$ cat src/rtl/assert_macros.svh
// Assertion macros shared by the RTL of the merge sort engine.
// No dependencies; included by the files that carry assertions.
`ifndef ASSERT_MACROS_SVH
`define ASSERT_MACROS_SVH
`ifndef SYNTHESIS
`define ASSERT_ALWAYS(label, clk, rst_n, prop) \
    label: assert property (@(posedge clk) disable iff (!rst_n) (prop)) \
        else $error("assertion failed");
`define ASSERT_NEXT(label, clk, rst_n, ante, cons) \
    label: assert property (@(posedge clk) disable iff (!rst_n) (ante) |=> (cons)) \
        else $error("assertion failed");
`else
`define ASSERT_ALWAYS(label, clk, rst_n, prop)
`define ASSERT_NEXT(label, clk, rst_n, ante, cons)
`endif
`endif

$ cat src/rtl/mse_pkg.sv
// Package of the merge sort engine: sizes, the data type and the cell control struct.
// No dependencies; used by every module of the block.
`timescale 1ns / 1ps
`default_nettype none
package mse_pkg;
    localparam int LIST_SIZE = 64;
    localparam int DATA_W    = 32;

    typedef logic signed [DATA_W-1:0] data_t;

    typedef struct packed {
        logic insert;
        logic shift;
    } cell_ctrl_t;
endpackage
`default_nettype wire

$ cat src/rtl/mse_cell.sv
// One cell of the sorting chain: holds one value and its valid bit.
// Depends on mse_pkg.
`timescale 1ns / 1ps
`default_nettype none
module mse_cell (
    input  wire                 clk,
    input  wire                 rst_n,
    input  mse_pkg::cell_ctrl_t ctrl,
    input  mse_pkg::data_t      new_value,
    input  wire                 left_gt,
    input  mse_pkg::data_t      left_value,
    input  wire                 left_valid,
    input  mse_pkg::data_t      right_value,
    input  wire                 right_valid,
    output mse_pkg::data_t      value,
    output logic                valid,
    output logic                gt
);
    import mse_pkg::*;

    data_t value_reg;
    data_t value_next;
    logic  valid_reg;
    logic  valid_next;

    // A free cell counts as greater, so a value above all stored ones lands in the first free cell.
    assign gt = !valid_reg || (value_reg > new_value);

    always_comb
    begin
        value_next = value_reg;
        valid_next = valid_reg;
        if (ctrl.insert)
        begin
            if (left_gt)
            begin
                value_next = left_value;
                valid_next = left_valid;
            end
            else if (gt)
            begin
                value_next = new_value;
                valid_next = 1'b1;
            end
        end
        else if (ctrl.shift)
        begin
            value_next = right_value;
            valid_next = right_valid;
        end
    end

    always_ff @(posedge clk or negedge rst_n)
    begin
        if (!rst_n)
        begin
            valid_reg <= 1'b0;
        end
        else
        begin
            valid_reg <= valid_next;
        end
    end

    always_ff @(posedge clk)
    begin
        value_reg <= value_next;
    end

    assign value = value_reg;
    assign valid = valid_reg;
endmodule
`default_nettype wire

$ cat config.mk
export PLATFORM = sky130hd
export DESIGN_NAME = mse_cell
export DESIGN_NICKNAME = d
export VERILOG_FILES = /design/src/rtl/assert_macros.svh /design/src/rtl/mse_pkg.sv /design/src/rtl/mse_cell.sv
export SDC_FILE = /design/constraint.sdc
export NUM_CORES = 1
export LEC_CHECK = 0
export BUFFER_PORTS_ARGS = -buffer_cell sky130_fd_sc_hd__buf_2
export CELL_PAD_IN_SITES_DETAIL_PLACEMENT = 1
export CELL_PAD_IN_SITES_GLOBAL_PLACEMENT = 2
export CORE_UTILIZATION = 25
export DETAILED_ROUTE_END_ITERATION = 10
export PLACE_DENSITY = 0.92
export SKIP_LAST_GASP = 1
export SYNTH_ARGS = -nofsm -noshare
export SYNTH_HDL_FRONTEND = slang
export SYNTH_SLANG_ARGS = --single-unit
$ cat constraint.sdc
create_clock -name clk -period 5.3 [get_ports clk]
set_clock_uncertainty 0.05 [all_clocks]
set_input_delay 0.265 -clock clk [delete_from_list [all_inputs] [get_ports clk]]
set_output_delay 0.265 -clock clk [all_outputs]
set_load 0.02 [all_outputs]
Yosys cells after proc, flatten, opt, wreduce, memory -nomap -nowiden:

Cells that the tools add are included.

* bits in registers: 33
* latch bits: 0
* memory bits (writable): 0
* memory bits (read-only): 0
* output and inout bits: 34
* memories kept: 0

* $add $sub $neg: 0
* multipliers: 0
* divide/modulo/power cells: 0
* order comparisons: 1
* equal/unequal tests: 1
* shifts and indexed selects: 0
* mux-type cells: 8
* bitwise gates (word level): 0
* reductions and logical operators: 4

Operators with widths (count)
* $mux W32: 4
* $gt A32 B32 Y1: 1
* $mux W1: 4
* $ne A3 B1 Y1 const B: 1
* $reduce_and A2 Y1: 1
* $reduce_bool A2 Y1: 1
* $logic_not A1 Y1: 1
* $logic_or A1 B1 Y1: 1

Logic depth before layout (Yosys ltp):

* depth after elaboration: 5
* depth in mapped cells: 8

Least setup slack after synthesis:

OpenSTA, ideal clock, no wires.

* path type: flip-flop to flip-flop
* from: reg value_reg[31] (netlist: value[31])
* to: reg value_reg[0] (netlist: value[0]), enable pin
* data arrival time: 3.920 ns
* required time: 4.789 ns
* path slack: 0.868 ns
* stages on the path, launching flop included: 7
* path buffers: 0
* clock period less this slack: 4.432 ns
* cell sequence: edfxtp_1 -> ha_1 -> nand4_4 -> nor4_4 -> nor3b_2 -> a2111oi_0 -> nor3_1

* cells in the longest elaborated chain, start to end: 4

RTL lines
* start: declaration: RTL line mse_cell.sv:21 `data_t value_reg;`
* start signal: assignment: RTL line mse_cell.sv:67 `value_reg <= value_next;`
* $gt A32 B32 Y1: RTL line mse_cell.sv:27 `assign gt = !valid_reg || (value_reg > new_value);`
* $logic_or A1 B1 Y1: RTL line mse_cell.sv:27
* $ne A3 B1 Y1 (no line)
* $reduce_and A2 Y1 (no line)

No other way between the ends.
A chain may end at the register's enable or synchronous reset.

Final worst setup path:

* from: reg value_reg[27] (netlist: value[27])
* to: reg value_reg[0] (netlist: value[0]), enable pin

The elaborated chain is that of the path after synthesis.

==> impl_metrics.csv <==
group,metric,value,unit
finish,diodes,0,
synthesis,async_reset_ff_share,3.030,%
power_and_ir_drop,power_density,229.6,nW/µm²
synthesis,yosysUniqueCellTypes,30,
place,post-dp-hpwl,6.239,mm
floorplanning,die-area,10660,µm²
finish,final_util,35.27,%
route,vias_per_cell,4.561,
critical_path,critPathArrivalTime,2.67,ns
floorplanning,chipWidth,103.3,µm
critical_path,r2r_setup_slack,2.51,ns
floorplanning,die_y,103.3,µm
critical_path,cpPeakStageDelay,0.42,ns
finish,final_area,3480,µm²
finish,fill_cells,1205,
route,drc,0,
clocking,cts_made_buffers,5,
critical_path,cp-start-kind,"flop",
clocking,root_buffer,"clkbuf_8",
critical_path,worst-setup-path-type,"flop to flop",
place,io_buffers,136,
worst_hold_path,min_to,"valid$_DFFE_PN0P_",
global_route,antenna_found_initial,1,
synthesis,ys_ff_latch,33,
floorplanning,core_area,9864,µm²
clocking,ctsResizeCount,0,
power_and_ir_drop,vdd_drop_max,0.00007854,V
synthesis,synth_top_cell_area_share,37.48,%
global_route,grt_pass1_wl,11.78,mm
sta,period_needed,2.792,ns
clocking,clk-insertion-delay-late,0.28,ns
finish,nNetsFinal,544,
place,dpl-instance-area,3393,µm²
worst_hold_path,hold_class,"input port to flop",
floorplanning,start_util,25.99,%
synthesis,yosysSeqAreaShare,38.46,%
global_route,grt_start_max_net_pins,69,
global_route,grt_util_all_layers,14.44,%
clocking,cts_tree,"built",
synthesis,synth_adder_area_share,15.62,%
sta,grt_setup_unrepaired,"no",
finish,final_common_cell,"buf_2",
route,drt-pass1-iter-count,4,
sta,setup_ws,2.508,ns
synthesis,syn_area_per_cell,9.391,µm²
finish,final_cell_mix,"buf_2, a21oi_1, inv_1",
synthesis,ys.flop_type,"edfxtp_1",
critical_path,timing.rr.end,"value[0]$_DFFE_PP_",
finish,largest_reg_flops,32,
synthesis,synth_top_family_by_area,"adder cells",
synthesis,yosys_warnings,0,
critical_path,cp.required,5.18,ns
route,ant_nets,0,
synthesis,synth_largest_area_cell,"edfxtp_1",
synthesis,syn_inst,273,
synthesis,synthXorXnorAreaFrac,0,%
synthesis,netlist_area,2564,µm²
power_and_ir_drop,leakagePower,1.756,nW
synthesis,synth_area_leaders,"edfxtp_1, ha_1, mux2i_1",
clocking,postCtsSetupBuffers,0,
clocking,ctsHoldBuffers,1,
critical_path,r2r_start,"value[27]$_DFFE_PP_",
sta,slew_headroom,56.76,%
worst_hold_path,hp-start,"left_valid",
critical_path,reg2reg_depth,7,
critical_path,endpoint_kind,"flop",
synthesis,muxShareOfSynthArea,12.93,%
global_route,gr-total-overflow,0,
floorplanning,io_pins,137,
synthesis,synth_nets,408,
finish,final_cells,542,
clocking,cts_buffer_depth,2,
sta,hold_violations,0,
floorplanning,rows,36,
place,place_ws,2.456,ns
sta,max_clock_freq,0.3581,GHz
critical_path,crit_chain,"ha_1 -> nand4_1 -> nor4_4 -> nor3b_2 -> a2111oi_0 -> nor3_2 -> buf_4",
synthesis,synth-simple-area-share,13.27,%
sta,fin_crit_sh,52.69,%
run,max_cap_viol_count,0,
sta,maxSlewViolCount,0,
synthesis,synth_compound_area_share,12.84,%
route,wl,7.651,mm
global_route,grt_pass1_vias,2536,
route,drtIter0Drc,74,
route,vias,2472,
sta,fin_tns_setup,0,ns
outcome,status,"finished, final reports clean",
finish,layout-drive-gt1-share,36.43,%
finish,syn2layout_area_growth,35.72,%
sta,setup_viol,0,
place,place_inst,534,
place,gp_congestion,0.6853,
clocking,path_clk_slew,0.07,ns
clocking,clkSinkCount,33,
critical_path,slowest_stage,"buf_4",
route,wl_per_cell,14.12,µm
worst_hold_path,holdPathStages,2,
critical_path,critPathMaxFanout,32,
sta,worst_pin_slew,0.6487,ns
synthesis,synth_edf_count,32,
clocking,cts_htree_levels,2,
per-stage QoR:
| stage | total power [mW] | hold WS (ns) |
|---|---|---|
| after floorplan | 0.5136 | -0.08059 |
| after global placement | 0.6169 | -0.008888 |
| after detailed placement | 0.6299 | -0.006878 |
| after CTS | 0.8135 | 0.1698 |
| after global routing | 0.8549 | 0.1684 |
| final | 0.7988 | 0.1763 |
worst max-delay path, delay by kind of cell (launching register included):
family	cells	cell delay [ns]
buffers and inverters	1	0.42
DFF	1	0.41
AOI/OAI and AO/OA	1	0.11
and+or+nand+nor	4	1.09
adders and majority gates	1	0.34
synthesized netlist by cell type (2+ instances only):
library cell	number
edfxtp_1	32
clkbuf_1	7
mux2i_1	32
nand4_1	8
nand3_1	6
buf_2	3
ha_1	32
o21ai_0	7
inv_1	35
a211oi_1	2
nor2_1	34
a21oi_1	46
nand2_1	10
nor3_1	3
cells by family (layout without fill, tap and decap cells):
| family | after synthesis | after routing |
|---|---|---|
| muxes | 33 | 33 |
| DFF | 33 | 33 |
| adders and majority gates | 32 | 32 |
| AOI/OAI and AO/OA | 61 | 61 |
| and+or+nand+nor | 68 | 68 |
| buffers and inverters | 46 | 182 |
worst max-delay path by stage:
stage / startpoint / end / slack (ns) / cells after the start
finish: value[27]$_DFFE_PP_ / value[0]$_DFFE_PP_ / 2.51 / 7
global route: value[27]$_DFFE_PP_ / value[0]$_DFFE_PP_ / 2.28 / 7
CTS: value[27]$_DFFE_PP_ / value[0]$_DFFE_PP_ / 2.45 / 7
detailed placement: value[27]$_DFFE_PP_ / value[1]$_DFFE_PP_ / 2.46 / 7
global placement: value[31]$_DFFE_PP_ / value[26]$_DFFE_PP_ / 2.57 / 7
floorplan: value[31]$_DFFE_PP_ / value[0]$_DFFE_PP_ / 0.87 / 6
where the power goes:
| part | switching (mW) | internal, mW | total (mW) |
|---|---|---|---|
| Sequential | 0.0174 | 0.326 | 0.343 |
| Combinational | 0.165 | 0.113 | 0.277 |
| Clock | 0.0899 | 0.0886 | 0.179 |
metal layers:
metal	vias to the layer above	wire [µm]	global-route usage (%)
met5	-	13	0
met4	2	74	4.225
met3	7	344	2.352
met2	64	4001	28.26
met1	1146	3216	15.89
li1	1253	-	-
layout make-up:
cell class | count | area, µm² | share of cell area, %
timing repair buffer | 140 | 713.2 | 20.50
multi-input combinational | 194 | 1406 | 40.42
clock inverter | 1 | 3.754 | 0.1079
tap | 133 | 166.4 | 4.782
clock buffer | 6 | 72.57 | 2.086
sequential | 33 | 985.9 | 28.34
inverter | 35 | 131.4 | 3.776
Note: power is estimated with default switching activity, not from simulation.
