## src/rtl/assert_macros.svh

```systemverilog
// Assertion macros shared by the RTL of the merge sort engine.
// No dependencies; included by the files that carry assertions.
`ifndef ASSERT_MACROS_SVH
`define ASSERT_MACROS_SVH
`ifndef SYNTHESIS
`define ASSERT_ALWAYS(label, clk, rst_n, prop) \
    label: assert property (@(posedge clk) disable iff (!rst_n) (prop)) \
        else $error("assertion failed");
`define ASSERT_NEXT(label, clk, rst_n, ante, cons) \
    label: assert property (@(posedge clk) disable iff (!rst_n) (ante) |=> (cons)) \
        else $error("assertion failed");
`else
`define ASSERT_ALWAYS(label, clk, rst_n, prop)
`define ASSERT_NEXT(label, clk, rst_n, ante, cons)
`endif
`endif

```

## src/rtl/mse_pkg.sv

```systemverilog
// Package of the merge sort engine: sizes, the data type and the cell control struct.
// No dependencies; used by every module of the block.
`timescale 1ns / 1ps
`default_nettype none
package mse_pkg;
    localparam int LIST_SIZE = 64;
    localparam int DATA_W    = 32;

    typedef logic signed [DATA_W-1:0] data_t;

    typedef struct packed {
        logic insert;
        logic shift;
    } cell_ctrl_t;
endpackage
`default_nettype wire

```

## src/rtl/mse_ctrl.sv

```systemverilog
// Load and drain sequencer of the merge sort engine, with the sticky overflow flag.
// Depends on mse_pkg.
`timescale 1ns / 1ps
`default_nettype none
module mse_ctrl (
    input  wire                 clk,
    input  wire                 rst_n,
    input  wire                 in_valid,
    input  wire                 in_last,
    input  wire                 full,
    input  wire                 out_ready,
    input  wire                 out_is_last,
    output logic                in_ready,
    output logic                out_valid,
    output logic                dropped,
    output mse_pkg::cell_ctrl_t cell_ctrl
);
    import mse_pkg::*;

    typedef enum logic {
        ST_LOAD,
        ST_DRAIN
    } state_t;

    state_t state_reg;
    state_t state_next;
    logic   in_ready_reg;
    logic   in_ready_next;
    logic   out_valid_reg;
    logic   out_valid_next;
    logic   overflow_reg;
    logic   overflow_next;
    logic   in_fire;
    logic   out_fire;

    assign in_fire  = in_valid && in_ready_reg;
    assign out_fire = out_valid_reg && out_ready;

    always_comb
    begin
        state_next     = state_reg;
        in_ready_next  = in_ready_reg;
        out_valid_next = out_valid_reg;
        overflow_next  = overflow_reg;
        case (state_reg)
            ST_LOAD:
            begin
                if (in_fire)
                begin
                    overflow_next = overflow_reg || full;
                    if (in_last)
                    begin
                        state_next     = ST_DRAIN;
                        in_ready_next  = 1'b0;
                        out_valid_next = 1'b1;
                    end
                end
            end
            ST_DRAIN:
            begin
                if (out_fire && out_is_last)
                begin
                    state_next     = ST_LOAD;
                    in_ready_next  = 1'b1;
                    out_valid_next = 1'b0;
                    overflow_next  = 1'b0;
                end
            end
            default:
            begin
                state_next     = ST_LOAD;
                in_ready_next  = 1'b1;
                out_valid_next = 1'b0;
                overflow_next  = 1'b0;
            end
        endcase
    end

    always_ff @(posedge clk or negedge rst_n)
    begin
        if (!rst_n)
        begin
            state_reg     <= ST_LOAD;
            in_ready_reg  <= 1'b1;
            out_valid_reg <= 1'b0;
            overflow_reg  <= 1'b0;
        end
        else
        begin
            state_reg     <= state_next;
            in_ready_reg  <= in_ready_next;
            out_valid_reg <= out_valid_next;
            overflow_reg  <= overflow_next;
        end
    end

    assign cell_ctrl.insert = in_fire && !full;
    assign cell_ctrl.shift  = out_fire;
    assign in_ready         = in_ready_reg;
    assign out_valid        = out_valid_reg;
    assign dropped          = overflow_reg;
endmodule
`default_nettype wire
```

## config.mk

```make
export PLATFORM = sky130hd
export DESIGN_NAME = mse_ctrl
export DESIGN_NICKNAME = d
export VERILOG_FILES = /design/src/rtl/assert_macros.svh /design/src/rtl/mse_pkg.sv /design/src/rtl/mse_ctrl.sv
export SDC_FILE = /design/constraint.sdc
export NUM_CORES = 1
export LEC_CHECK = 0
export ABC_CLOCK_PERIOD_IN_PS = 1100
export BUFFER_PORTS_ARGS = -buffer_cell sky130_fd_sc_hd__clkbuf_2
export CAP_MARGIN = 20
export CORE_AREA = 2 2 39 41
export CTS_BUF_LIST = sky130_fd_sc_hd__clkbuf_8
export DETAILED_ROUTE_END_ITERATION = 10
export DIE_AREA = 0 0 41 43
export PLACE_DENSITY_LB_ADDON = 0.25
export RECOVER_POWER = 50
export SLEW_MARGIN = 10
export SYNTH_ARGS = -nofsm -noshare
export SYNTH_HDL_FRONTEND = slang
export SYNTH_SLANG_ARGS = --single-unit
export TNS_END_PERCENT = 5
```

## constraint.sdc

```tcl
create_clock -name clk -period 1.1 [get_ports clk]
set_input_delay 0.33 -clock clk [delete_from_list [all_inputs] [get_ports clk]]
set_output_delay 0.33 -clock clk [all_outputs]
set_load 0.03 [all_outputs]
```

* Word-level counts from Yosys, hierarchy flattened
Index checks and enable logic that the tools add are counted.
** Word-level totals
- Bits in registers :: 4
- Word-level logic and storage cells :: 30
** Operators by class
- Eq/ne operators :: 3
- Multiplexer cells :: 14
- Bitwise logic cells :: 1
- Reduce and logical (&&, ||, !) cells :: 8
** Operators with widths (count)
- $mux 1 :: 10
- $pmux 1 s2 :: 4
- $logic_and 1x1->1 :: 4
- $ne 2x2->1 const B :: 2
- $reduce_and 3->1 :: 1
- $ne 2x1->1 const B :: 1
- $reduce_and 2->1 :: 1
- $logic_not 1->1 :: 1
- $logic_or 1x1->1 :: 1
- $not 1->1 :: 1

* Longest topological paths before layout
Gate-level depths: netlist of the first run.
- Word-level depth :: 4
- Gate-level depth with buffers :: 2
- Gate-level depth less buffers :: 2

* Worst setup path before layout of the first run
No wires, ideal clock.
- Path kind :: reg2out
- From :: register in_ready_reg (netlist: in_ready)
- To :: output port cell_ctrl[1] (netlist name)
- Arrival time :: 1100 ps
- Setup slack :: -330 ps
- Stages on the path, launching flop included :: 3
- Cell sequence :: dfstp_2 > nand2_1 > nor2_1
** RTL lines
- from (decl) :: RTL line mse_ctrl.sv:27 : logic in_ready_reg;
- from (signal assigned) :: RTL line mse_ctrl.sv:91 : in_ready_reg <= in_ready_next;
- to (decl) :: RTL line mse_ctrl.sv:16 : output mse_pkg::cell_ctrl_t cell_ctrl

==> results of run 1 <==
[per-stage QoR]
| step | setup slack, ns | utilization | TNS (ns) |
|---|---|---|---|
| 6_report | -0.2478 | 0.2857 | -0.6750 |
| 5_1_grt | -0.2801 | 0.2857 | -0.7607 |
| 4_1_cts | -0.2679 | 0.2794 | -0.7508 |
| 3_5_place_dp | -0.09105 | 0.2061 | -0.1451 |
| 3_3_place_gp | -0.08527 | 0.2061 | -0.1367 |
| 2_1_floorplan | -0.1529 | - | -0.2411 |
[cell usage in the layout, fill, tap and decap left out]
cell	instances
clkbuf_2	5
clkbuf_8	4
buf_8	4
dfrtp_1	3
a21o_1	2
inv_1	2
buf_4	2
and2_4	1
nand3_1	1
and4b_2	1
nand2_2	1
nor2_4	1
and4b_1	1
nand4_1	1
o21a_1	1
o21ai_1	1
dlygate4sd3_1	1
dfstp_2	1
clkbuf_1	1
buf_6	1
[report_power, final]
group	total (mW)	switching (mW)	internal, mW
clock	0.321	0.0828	0.238
combinational	0.613	0.279	0.334
sequential	0.296	0.0587	0.238
total	1.23	0.420	0.810
[layer usage]
layer  vias up  track usage
met2         8      0.09375
met3         2      0.04712
met4         0      0.08000
met1        91      0.05863
li1         96            -
met5         -            0
[area by class of cell]
type | count | area [um2]
timing repair buffer | 15 | 138.9
inverter | 1 | 3.754
multi-input combinational | 11 | 86.33
fill | 152 | 988.4
sequential | 4 | 101.3
clock buffer | 3 | 41.29
clock inverter | 1 | 3.754
tap | 16 | 20.02
[worst paths after layout]
kind / start / depth (start not counted) / endpoint
max: in_ready$_DFFE_PN1P_ / 3 / cell_ctrl[1]
min: out_ready / 3 / in_ready$_DFFE_PN1P_
max reg2reg: in_ready$_DFFE_PN1P_ / 3 / state_reg$_DFF_PN0_
min reg2reg: state_reg$_DFF_PN0_ / 1 / state_reg$_DFF_PN0_
max in group asynchronous: rst_n / 2 / in_ready$_DFFE_PN1P_
min in group asynchronous: rst_n / 2 / state_reg$_DFF_PN0_
[kinds of logic after synthesis]
| group | count (synthesis) | share of synthesized area |
|---|---|---|
| compound gates | 4 | 0.1486 |
| flops | 4 | 0.5473 |
| simple gates | 7 | 0.2432 |
| buf+inv | 2 | 0.06081 |
[repair_timing]
action	CTS	global route
hold endpoints to repair	3	0
pin swaps	3	0
hold buffers	1	0
setup endpoints to repair	5	8
cloned	0	0
resized for setup	11	6
[worst reg2reg max path, stage by stage (launching register included)]
cell and delay, ns:
dfstp_2 0.53, buf_4 0.12, and4b_2 0.25, a21o_1 0.09
==> summary.txt, run 1 <==
Synth
  – Syn Std Cell Area: 185.2 um2
  – Cell accounting for the most synthesized area: dfrtp_1
  – Async SR Flop Fraction: 1.000
  – Cell types with the highest counts after synthesis: dfrtp_1, a21o_1, and4b_1
  – Synthesis Warnings: 0
  – Post-synthesis cell count: 17
  – Number of enable flip-flop cells after synthesis: 0
  – Portion of synthesized cell area occupied by the leading cell type: 0.4054
  – Average footprint of a synthesized cell: between 10 and 15 um2
  – Cell with the most instances after synthesis: dfrtp_1
  – Post-synthesis net count: 24
  – Sequential-to-total area share from yosys stat: 0.5473
  – Unique masters post-synth: 13
  – Dominant synthesized flop cell: dfrtp_1
  – Leading cell types by total area after synthesis: dfrtp_1, dfstp_2, and4b_1
  – FF+latch count, synth: 4

Global route
  – Antenna violations before repair: 0
  – First-pass GRT wire length: 738 um
  – GR Overflow Total: 0
  – Aggregate global-route resource usage: 0.06956
  – Maximum number of pins on one net before global-route repair: 5
  – Vias in the first global route: 205

Run status
  – Run status: finished with violations
  – Violated checks: negative setup slack

Routing
  – Highest metal layer with signal wires: met4
  – Routed length on met1: 146 um
  – Routed wire per std cell: between 8 and 9 um
  – Met2 WL post-DR: 238 um
  – WL met3: 42 um
  – Drt drc: 0
  – Post-detailed-route via-to-cell ratio: 3.863
  – Detailed-routing iteration count for the pre-antenna-repair pass: 4
  – Drt initial violations: 6
  – Final Routed Wirelength: 448 um
  – Final ANT Viol Nets: 0
  – Vias after detailed routing: 197

Setup path
  – WS Path Type: flop to output pin
  – Buffers plus inverters on the worst setup path: 1
  – Critical Path End Type: output pin
  – Standard cell with the maximum stage delay on the critical path: dfstp_2
  – Data arrival time of the critical path: 1.02 ns
  – List of cells traversed by the critical path: nand2_2, nor2_4, buf_8
  – Cell type group with the largest total delay on the critical path: flip-flops
  – Reg-to-reg setup timing slack: 0.05 ns
  – Endpoint required time on the critical path: between 0.7 and 0.8 ns
  – Delay of the slowest cell on the worst path: about 0.53 ns
  – Crit path max fanout: 2
  – Critical Path Source Type: flop

Clock network
  – CTS max path bufs: 2
  – Clock buffers created by TritonCTS: 3
  – Clock transition at the registers of the reported paths: 0.03 ns
  – TritonCTS clock tree: done
  – Setup fix buffers added after clock tree synthesis: 0
  – Root cell of the clock tree: clkbuf_8
  – CTS H-Tree Depth: 1
  – Total number of clock tree sinks: 4
  – Clk Latency, worst-skew pair: 0.22 ns

Power
  – Max IR drop VDD: 0.0006871 V
  – Total chip power: ~1.2 mW
  – Power density of the placed cells: 3112 nW/um2
  – Leakage power: around 0.2 nW

Timing
  – Min Tclk post-route: 1.348 ns
  – Final critical-path share of the clock period: 1.225
  – Max-slew violation count: 0
  – Worst Max-Slew Pin Slew: 0.2064 ns
  – Post-route worst setup slack: -0.2478 ns
  – Final worst hold slack: 0.4019 ns
  – Max-Slew Margin vs Limit: 0.8624
  – Max Clock Freq: 0.7419 GHz
  – RSZ-0062 raised after global routing: true
  – Final number of hold-violating endpoints: 0
  – Final worst clock skew: ~0.0043 ns
  – Total of endpoints with negative setup slack in the final report: 4

Final layout
  – Summed area of non-filler cells in the final layout: 395.4 um2
  – Non-filler cells, final: 51
  – Layout overhead on the synthesized area: 113.5%
  – Layout Nets: 43
  – Proportion of layout cells with a drive suffix above 1: 0.6000
  – Antenna cells: 0

Die
  – Die W: 41 um
  – Core Footprint: around 1400 um2
  – Initial Util: 0.1338
  – Die Footprint: between 1500 and 2000 um2
  – Number of I/O pins: 12
  – Standard-cell row count: 14
  – Die Height: about 43 um

Place
  – Placed Cells incl. Taps: 46
  – Final GP Congestion: 0.6321
  – Post-DP Area: 285.3 um2
  – Number of buffers added on ports: 11

Min path
  – Path class of the lowest-slack min-delay path: primary input to flop

Job
  – Number of max-capacitance violations reported: 0
No activity file was read; power rests on OpenSTA's default activity.
==> run 2: changes to the inputs <==
- PLACE_DENSITY_LB_ADDON: 0.25 -> 0.3
- RECOVER_POWER: 50 -> 100
==> run 2 against run 1 <==
Clock skew decreased by 0.0024 ns. Largest power group unchanged. First-iteration DRC count fell by 50%. Count of clock-buffer cells in the layout did not move. Critical path type unchanged. Combinational power fell by 3.9%. Via count shrank 8.6%. Core utilization down 0.90 points. Flip-flop and latch count is the same. Sequential power hardly changed. Maximum frequency up 0.39%. The flow still finishes with violations (negative setup slack).
==> summary.txt, run 2 (synthesis results as in run 1) <==
Die
  – Die W: 41 um
  – Core Footprint: 1384 um2
  – Die Height: approximately 43 um
  – Number of I/O pins: 12
  – Standard-cell row count: 14
  – Die Footprint: roughly 1800 um2
  – Initial Util: 0.1338

Clock network
  – CTS H-Tree Depth: 1
  – Clock transition at the registers of the reported paths: 0.03 ns
  – Total number of clock tree sinks: 4
  – CTS max path bufs: 2
  – Root cell of the clock tree: clkbuf_8
  – TritonCTS clock tree: done
  – Clock buffers created by TritonCTS: 3
  – Setup fix buffers added after clock tree synthesis: 0
  – Clk Latency, worst-skew pair: approximately 0.22 ns

Final layout
  – Non-filler cells, final: 50
  – Layout Nets: 42
  – Commonest non-fill, non-tap cells in the layout: clkbuf_2, clkbuf_8, buf_8
  – Leading cell type in the layout, fill and taps excluded: clkbuf_2
  – Summed area of non-filler cells in the final layout: 382.9 um2
  – Proportion of layout cells with a drive suffix above 1: 0.5588
  – Layout overhead on the synthesized area: 106.8%
  – Final core occ: 0.2767
  – Antenna cells: 0

Setup path
  – Crit path max fanout: 2
  – Endpoint required time on the critical path: 0.77 ns
  – Critical register-to-register path startpoint: in_ready$_DFFE_PN1P_
  – Buffers plus inverters on the worst setup path: 1
  – Critical Path End Type: output pin
  – Critical Path Source Type: flop
  – List of cells traversed by the critical path: nand2_2, nor2_4, buf_8
  – Cell type group with the largest total delay on the critical path: flip-flops
  – Standard cell with the maximum stage delay on the critical path: dfstp_2
  – Data arrival time of the critical path: 1.01 ns
  – WS Path Type: flop to output pin
  – Worst setup path start: in_ready$_DFFE_PN1P_
  – Delay of the slowest cell on the worst path: about 0.52 ns

Place
  – Final GP Congestion: 0.6306
  – Post-DP Area: between 200 and 300 um2
  – HPWL Detailed: 366.4 um
  – Number of buffers added on ports: 11
  – Placed Cells incl. Taps: 45

Global route
  – GR Overflow Total: 0
  – Vias in the first global route: 187
  – First-pass GRT wire length: 696 um
  – Aggregate global-route resource usage: 0.06149
  – Antenna violations before repair: 0
  – Maximum number of pins on one net before global-route repair: 5

Routing
  – Drt initial violations: 3
  – Drt drc: 0
  – Vias after detailed routing: 180
  – Final ANT Viol Nets: 0
  – Detailed-routing iteration count for the pre-antenna-repair pass: 2
  – Routed wire per std cell: about 9 um
  – Final Routed Wirelength: 440 um
  – Post-detailed-route via-to-cell ratio: 3.600

Min path
  – Hold Crit Start: out_is_last
  – Path class of the lowest-slack min-delay path: primary input to flop

Timing
  – Min Tclk post-route: about 1.3 ns
  – Worst Max-Slew Pin Slew: 0.2125 ns
  – Total of endpoints with negative setup slack in the final report: 4
  – Post-route worst setup slack: -0.2426 ns
  – Max Clock Freq: 0.7448 GHz
  – Final worst hold slack: 0.4164 ns
  – Final number of hold-violating endpoints: 0
  – Max-Slew Margin vs Limit: 0.8584
  – Final critical-path share of the clock period: 1.221
  – Final worst clock skew: around 0.0019 ns
  – Max-slew violation count: 0
  – RSZ-0062 raised after global routing: true

Power
  – Leakage power: 0.1917 nW
  – Total chip power: 1.204 mW
  – Power density of the placed cells: 3145 nW/um2
  – Max IR drop VDD: between 0.0009 and 0.001 V

Job
  – Number of max-capacitance violations reported: 0

Run status
  – Violated checks: negative setup slack
  – Run status: finished with violations
[run 2: cell count changes in the layout (fill, tap and decap cells not counted)]
cell     change
and4b_1      +1
buf_6        -1
and4b_2      -1
[run 2: what timing repair did]
| action | 4_1_cts | 5_1_grt |
|---|---|---|
| setup endpoints to repair | 5 | 5 |
| pin swaps | 2 | 0 |
| hold endpoints to repair | 3 | 0 |
| hold buffers | 1 | 0 |
| resized for setup | 10 | 5 |
[run 2: final timing paths]
check / to / slack (ns) / cells after the start
setup / recovery: cell_ctrl[1] / -0.24 / 3
hold / removal: state_reg$_DFF_PN0_ / 0.42 / 3
setup reg to reg: state_reg$_DFF_PN0_ / 0.06 / 3
hold reg to reg: state_reg$_DFF_PN0_ / 0.51 / 1
max in group asynchronous: in_ready$_DFFE_PN1P_ / 0.38 / 2
min in group asynchronous: state_reg$_DFF_PN0_ / 0.47 / 2
[run 2: per-stage QoR]
stage | TNS, ns | setup WS [ns]
after floorplan | -0.2411 | -0.1529
after global placement | -0.1365 | -0.08513
after detailed placement | -0.1428 | -0.09219
after CTS | -0.6572 | -0.2625
after global routing | -0.7002 | -0.2863
final | -0.5608 | -0.2426
[run 2: worst min-delay path, delay by kind of cell]
kind                   cells  cell delay [ns]
AO/OA/AOI/OAI              1             0.11
buffers and inverters      1             0.09
AND/OR/NAND/NOR            1             0.07
[run 2: area by class of cell]
type	instances	area [um2]
clock buffer	3	41.29
fill	148	1001
multi-input combinational	11	85.08
sequential	4	101.3
tap	16	20.02
clock inverter	1	3.754
timing repair buffer	14	127.6
inverter	1	3.754
[run 2: power breakdown]
part	total (mW)	leakage, nW	internal [mW]	switching (mW)
registers	0.297	0.0456	0.237	0.0600
logic	0.589	0.119	0.318	0.271
clock network	0.317	0.0269	0.238	0.0791
total	1.20	0.192	0.793	0.411
[run 2: layer usage]
layer / share of wire / vias to the layer above / wire length [um] / GRT usage
met5: 0 / - / 0 / 0
li1: - / 95 / - / -
met2: 0.39 / 12 / 173 / 0.07188
met3: 0.13 / 0 / 57 / 0.03141
met1: 0.48 / 73 / 209 / 0.08469
met4: 0 / 0 / 0 / 0.04000
==> run 3: changes to the inputs <==
- SETUP_SLACK_MARGIN: default -> 0.3
==> run 3 against run 2 <==
The run still ends with negative setup slack left. First-iteration DRC count unchanged. Core utilization unchanged. Register-to-register slack about the same. Critical path depth unchanged. Critical path type unchanged. Critical endpoint unchanged.
==> summary.txt, run 3 (synthesis results as in run 1) <==
Run status
  – Run status: finished with violations
  – Violated checks: negative setup slack

Power
  – Power density of the placed cells: ~3100 nW/um2
  – Max IR drop VDD: roughly 0.0009 V
  – Leakage power: roughly 0.19 nW

Final layout
  – Summed area of non-filler cells in the final layout: 382.9 um2
  – Non-filler cells, final: 50
  – Leading cell type in the layout, fill and taps excluded: clkbuf_2
  – Layout overhead on the synthesized area: 106.8%
  – Layout Nets: 42
  – Storage cell area: 101.3 um2
  – Commonest non-fill, non-tap cells in the layout: clkbuf_2, clkbuf_8, buf_8
  – Antenna cells: 0
  – Combined area of the multi-input logic cells: between 80 and 90 um2
  – Filler Cell Count: approximately 150
  – Proportion of layout cells with a drive suffix above 1: 0.5588

Timing
  – RSZ-0062 raised after global routing: true
  – Setup total negative slack: -0.5618 ns
  – Min Tclk post-route: 1.343 ns
  – Max Clock Freq: 0.7448 GHz
  – Final number of hold-violating endpoints: 0
  – Final critical-path share of the clock period: 1.221
  – Post-route worst setup slack: -0.2426 ns
  – Worst Max-Slew Pin Slew: 0.2125 ns
  – Max-slew violation count: 0
  – Final worst clock skew: 0.001912 ns
  – Max-Slew Margin vs Limit: 0.8584
  – Final worst hold slack: between 0.4 and 0.5 ns
  – Total of endpoints with negative setup slack in the final report: 4

Global route
  – First-pass GRT wire length: a little under 700 um
  – Vias in the first global route: 187
  – GR Overflow Total: 0
  – Antenna violations before repair: 0
  – Maximum number of pins on one net before global-route repair: 5
  – Aggregate global-route resource usage: 0.06149

Die
  – Die W: 41 um
  – Die Height: around 43 um
  – Die Footprint: 1763 um2
  – Standard-cell row count: 14
  – Core Footprint: 1384 um2
  – Initial Util: 0.1338
  – Number of I/O pins: 12

Setup path
  – Critical Path Source Type: flop
  – Crit path max fanout: 2
  – Critical Path End Type: output pin
  – Data arrival time of the critical path: 1.01 ns
  – Endpoint required time on the critical path: 0.77 ns
  – WS Path Type: flop to output pin

Routing
  – Post-detailed-route via-to-cell ratio: 3.580
  – Detailed-routing iteration count for the pre-antenna-repair pass: 2
  – Final ANT Viol Nets: 0
  – Vias after detailed routing: roughly 180
  – Drt drc: 0
  – Routed wire per std cell: 8.820 um
  – Drt initial violations: 3
  – Final Routed Wirelength: 441 um

Place
  – Number of buffers added on ports: 11
  – HPWL Detailed: 366.4 um
  – Placed Cells incl. Taps: between 40 and 50
  – Final GP Congestion: 0.6306
  – Post-DP Area: 277.8 um2

Clock network
  – Root cell of the clock tree: clkbuf_8
  – Clk Latency, worst-skew pair: 0.22 ns
  – CTS H-Tree Depth: 1
  – TritonCTS clock tree: done
  – Clock transition at the registers of the reported paths: 0.03 ns
  – CTS max path bufs: 2
  – Clock buffers created by TritonCTS: 3
  – Total number of clock tree sinks: 4
  – Setup fix buffers added after clock tree synthesis: 0

Job
  – Number of max-capacitance violations reported: 0

Min path
  – Path class of the lowest-slack min-delay path: primary input to flop
## run 3: cell counts in the layout (fill, tap and decap cells not counted)
Identical to the previous run, type by type.
## run 3: cell type report
cell class / instances / area share
repair buffers: 14 / 0.3333
flip-flops and latches: 4 / 0.2647
multi-input cells: 11 / 0.2222
clock buffers: 3 / 0.1078
well taps: 16 / 0.05229
clock inverters: 1 / 0.009804
inverters: 1 / 0.009804
## run 3: stage by stage
step	power, mW	util	setup slack, ns
after floorplan	0.5780	-	-0.1529
after global placement	0.7284	0.2007	-0.08513
after detailed placement	0.7289	0.2007	-0.09219
after CTS	1.176	0.2722	-0.2625
after global routing	1.283	0.2767	-0.2863
final	1.204	0.2767	-0.2426
## run 3: critical path, stage by stage, from the launching register on
cell and delay [ns]:
dfstp_2 0.52, nand2_2 0.06, nor2_4 0.09, buf_8 0.13
## run 3: routing by layer
metal  track usage  up-vias  part of all wire
met1       0.08469       72              0.48
met2       0.07188       12              0.39
met3       0.03141        0              0.13
met4       0.04000        0                 0
li1              -       95                 -
met5             0        -                 0
## run 3: timing repair
item | CTS | global route
gates resized for setup | 10 | 5
hold endpoints to repair | 3 | 0
hold buffers | 1 | 0
setup endpoints to repair | 9 | 9
pin swaps | 3 | 3
## run 3: final timing paths
check	startpoint	to	slack [ns]	depth (start not counted)
worst min-delay path	out_is_last	state_reg$_DFF_PN0_	0.42	3
worst max register to register	in_ready$_DFFE_PN1P_	state_reg$_DFF_PN0_	0.06	3
min in group asynchronous	rst_n	state_reg$_DFF_PN0_	0.47	2
worst min register to register	state_reg$_DFF_PN0_	state_reg$_DFF_PN0_	0.51	1
max in group asynchronous	rst_n	in_ready$_DFFE_PN1P_	0.38	2
worst max-delay path	in_ready$_DFFE_PN1P_	cell_ctrl[1]	-0.24	3
## run 3: report_power, final
group | switching (mW) | internal (mW)
combinational | 0.272 | 0.318
clock | 0.0791 | 0.238
sequential | 0.0599 | 0.237
total | 0.411 | 0.793
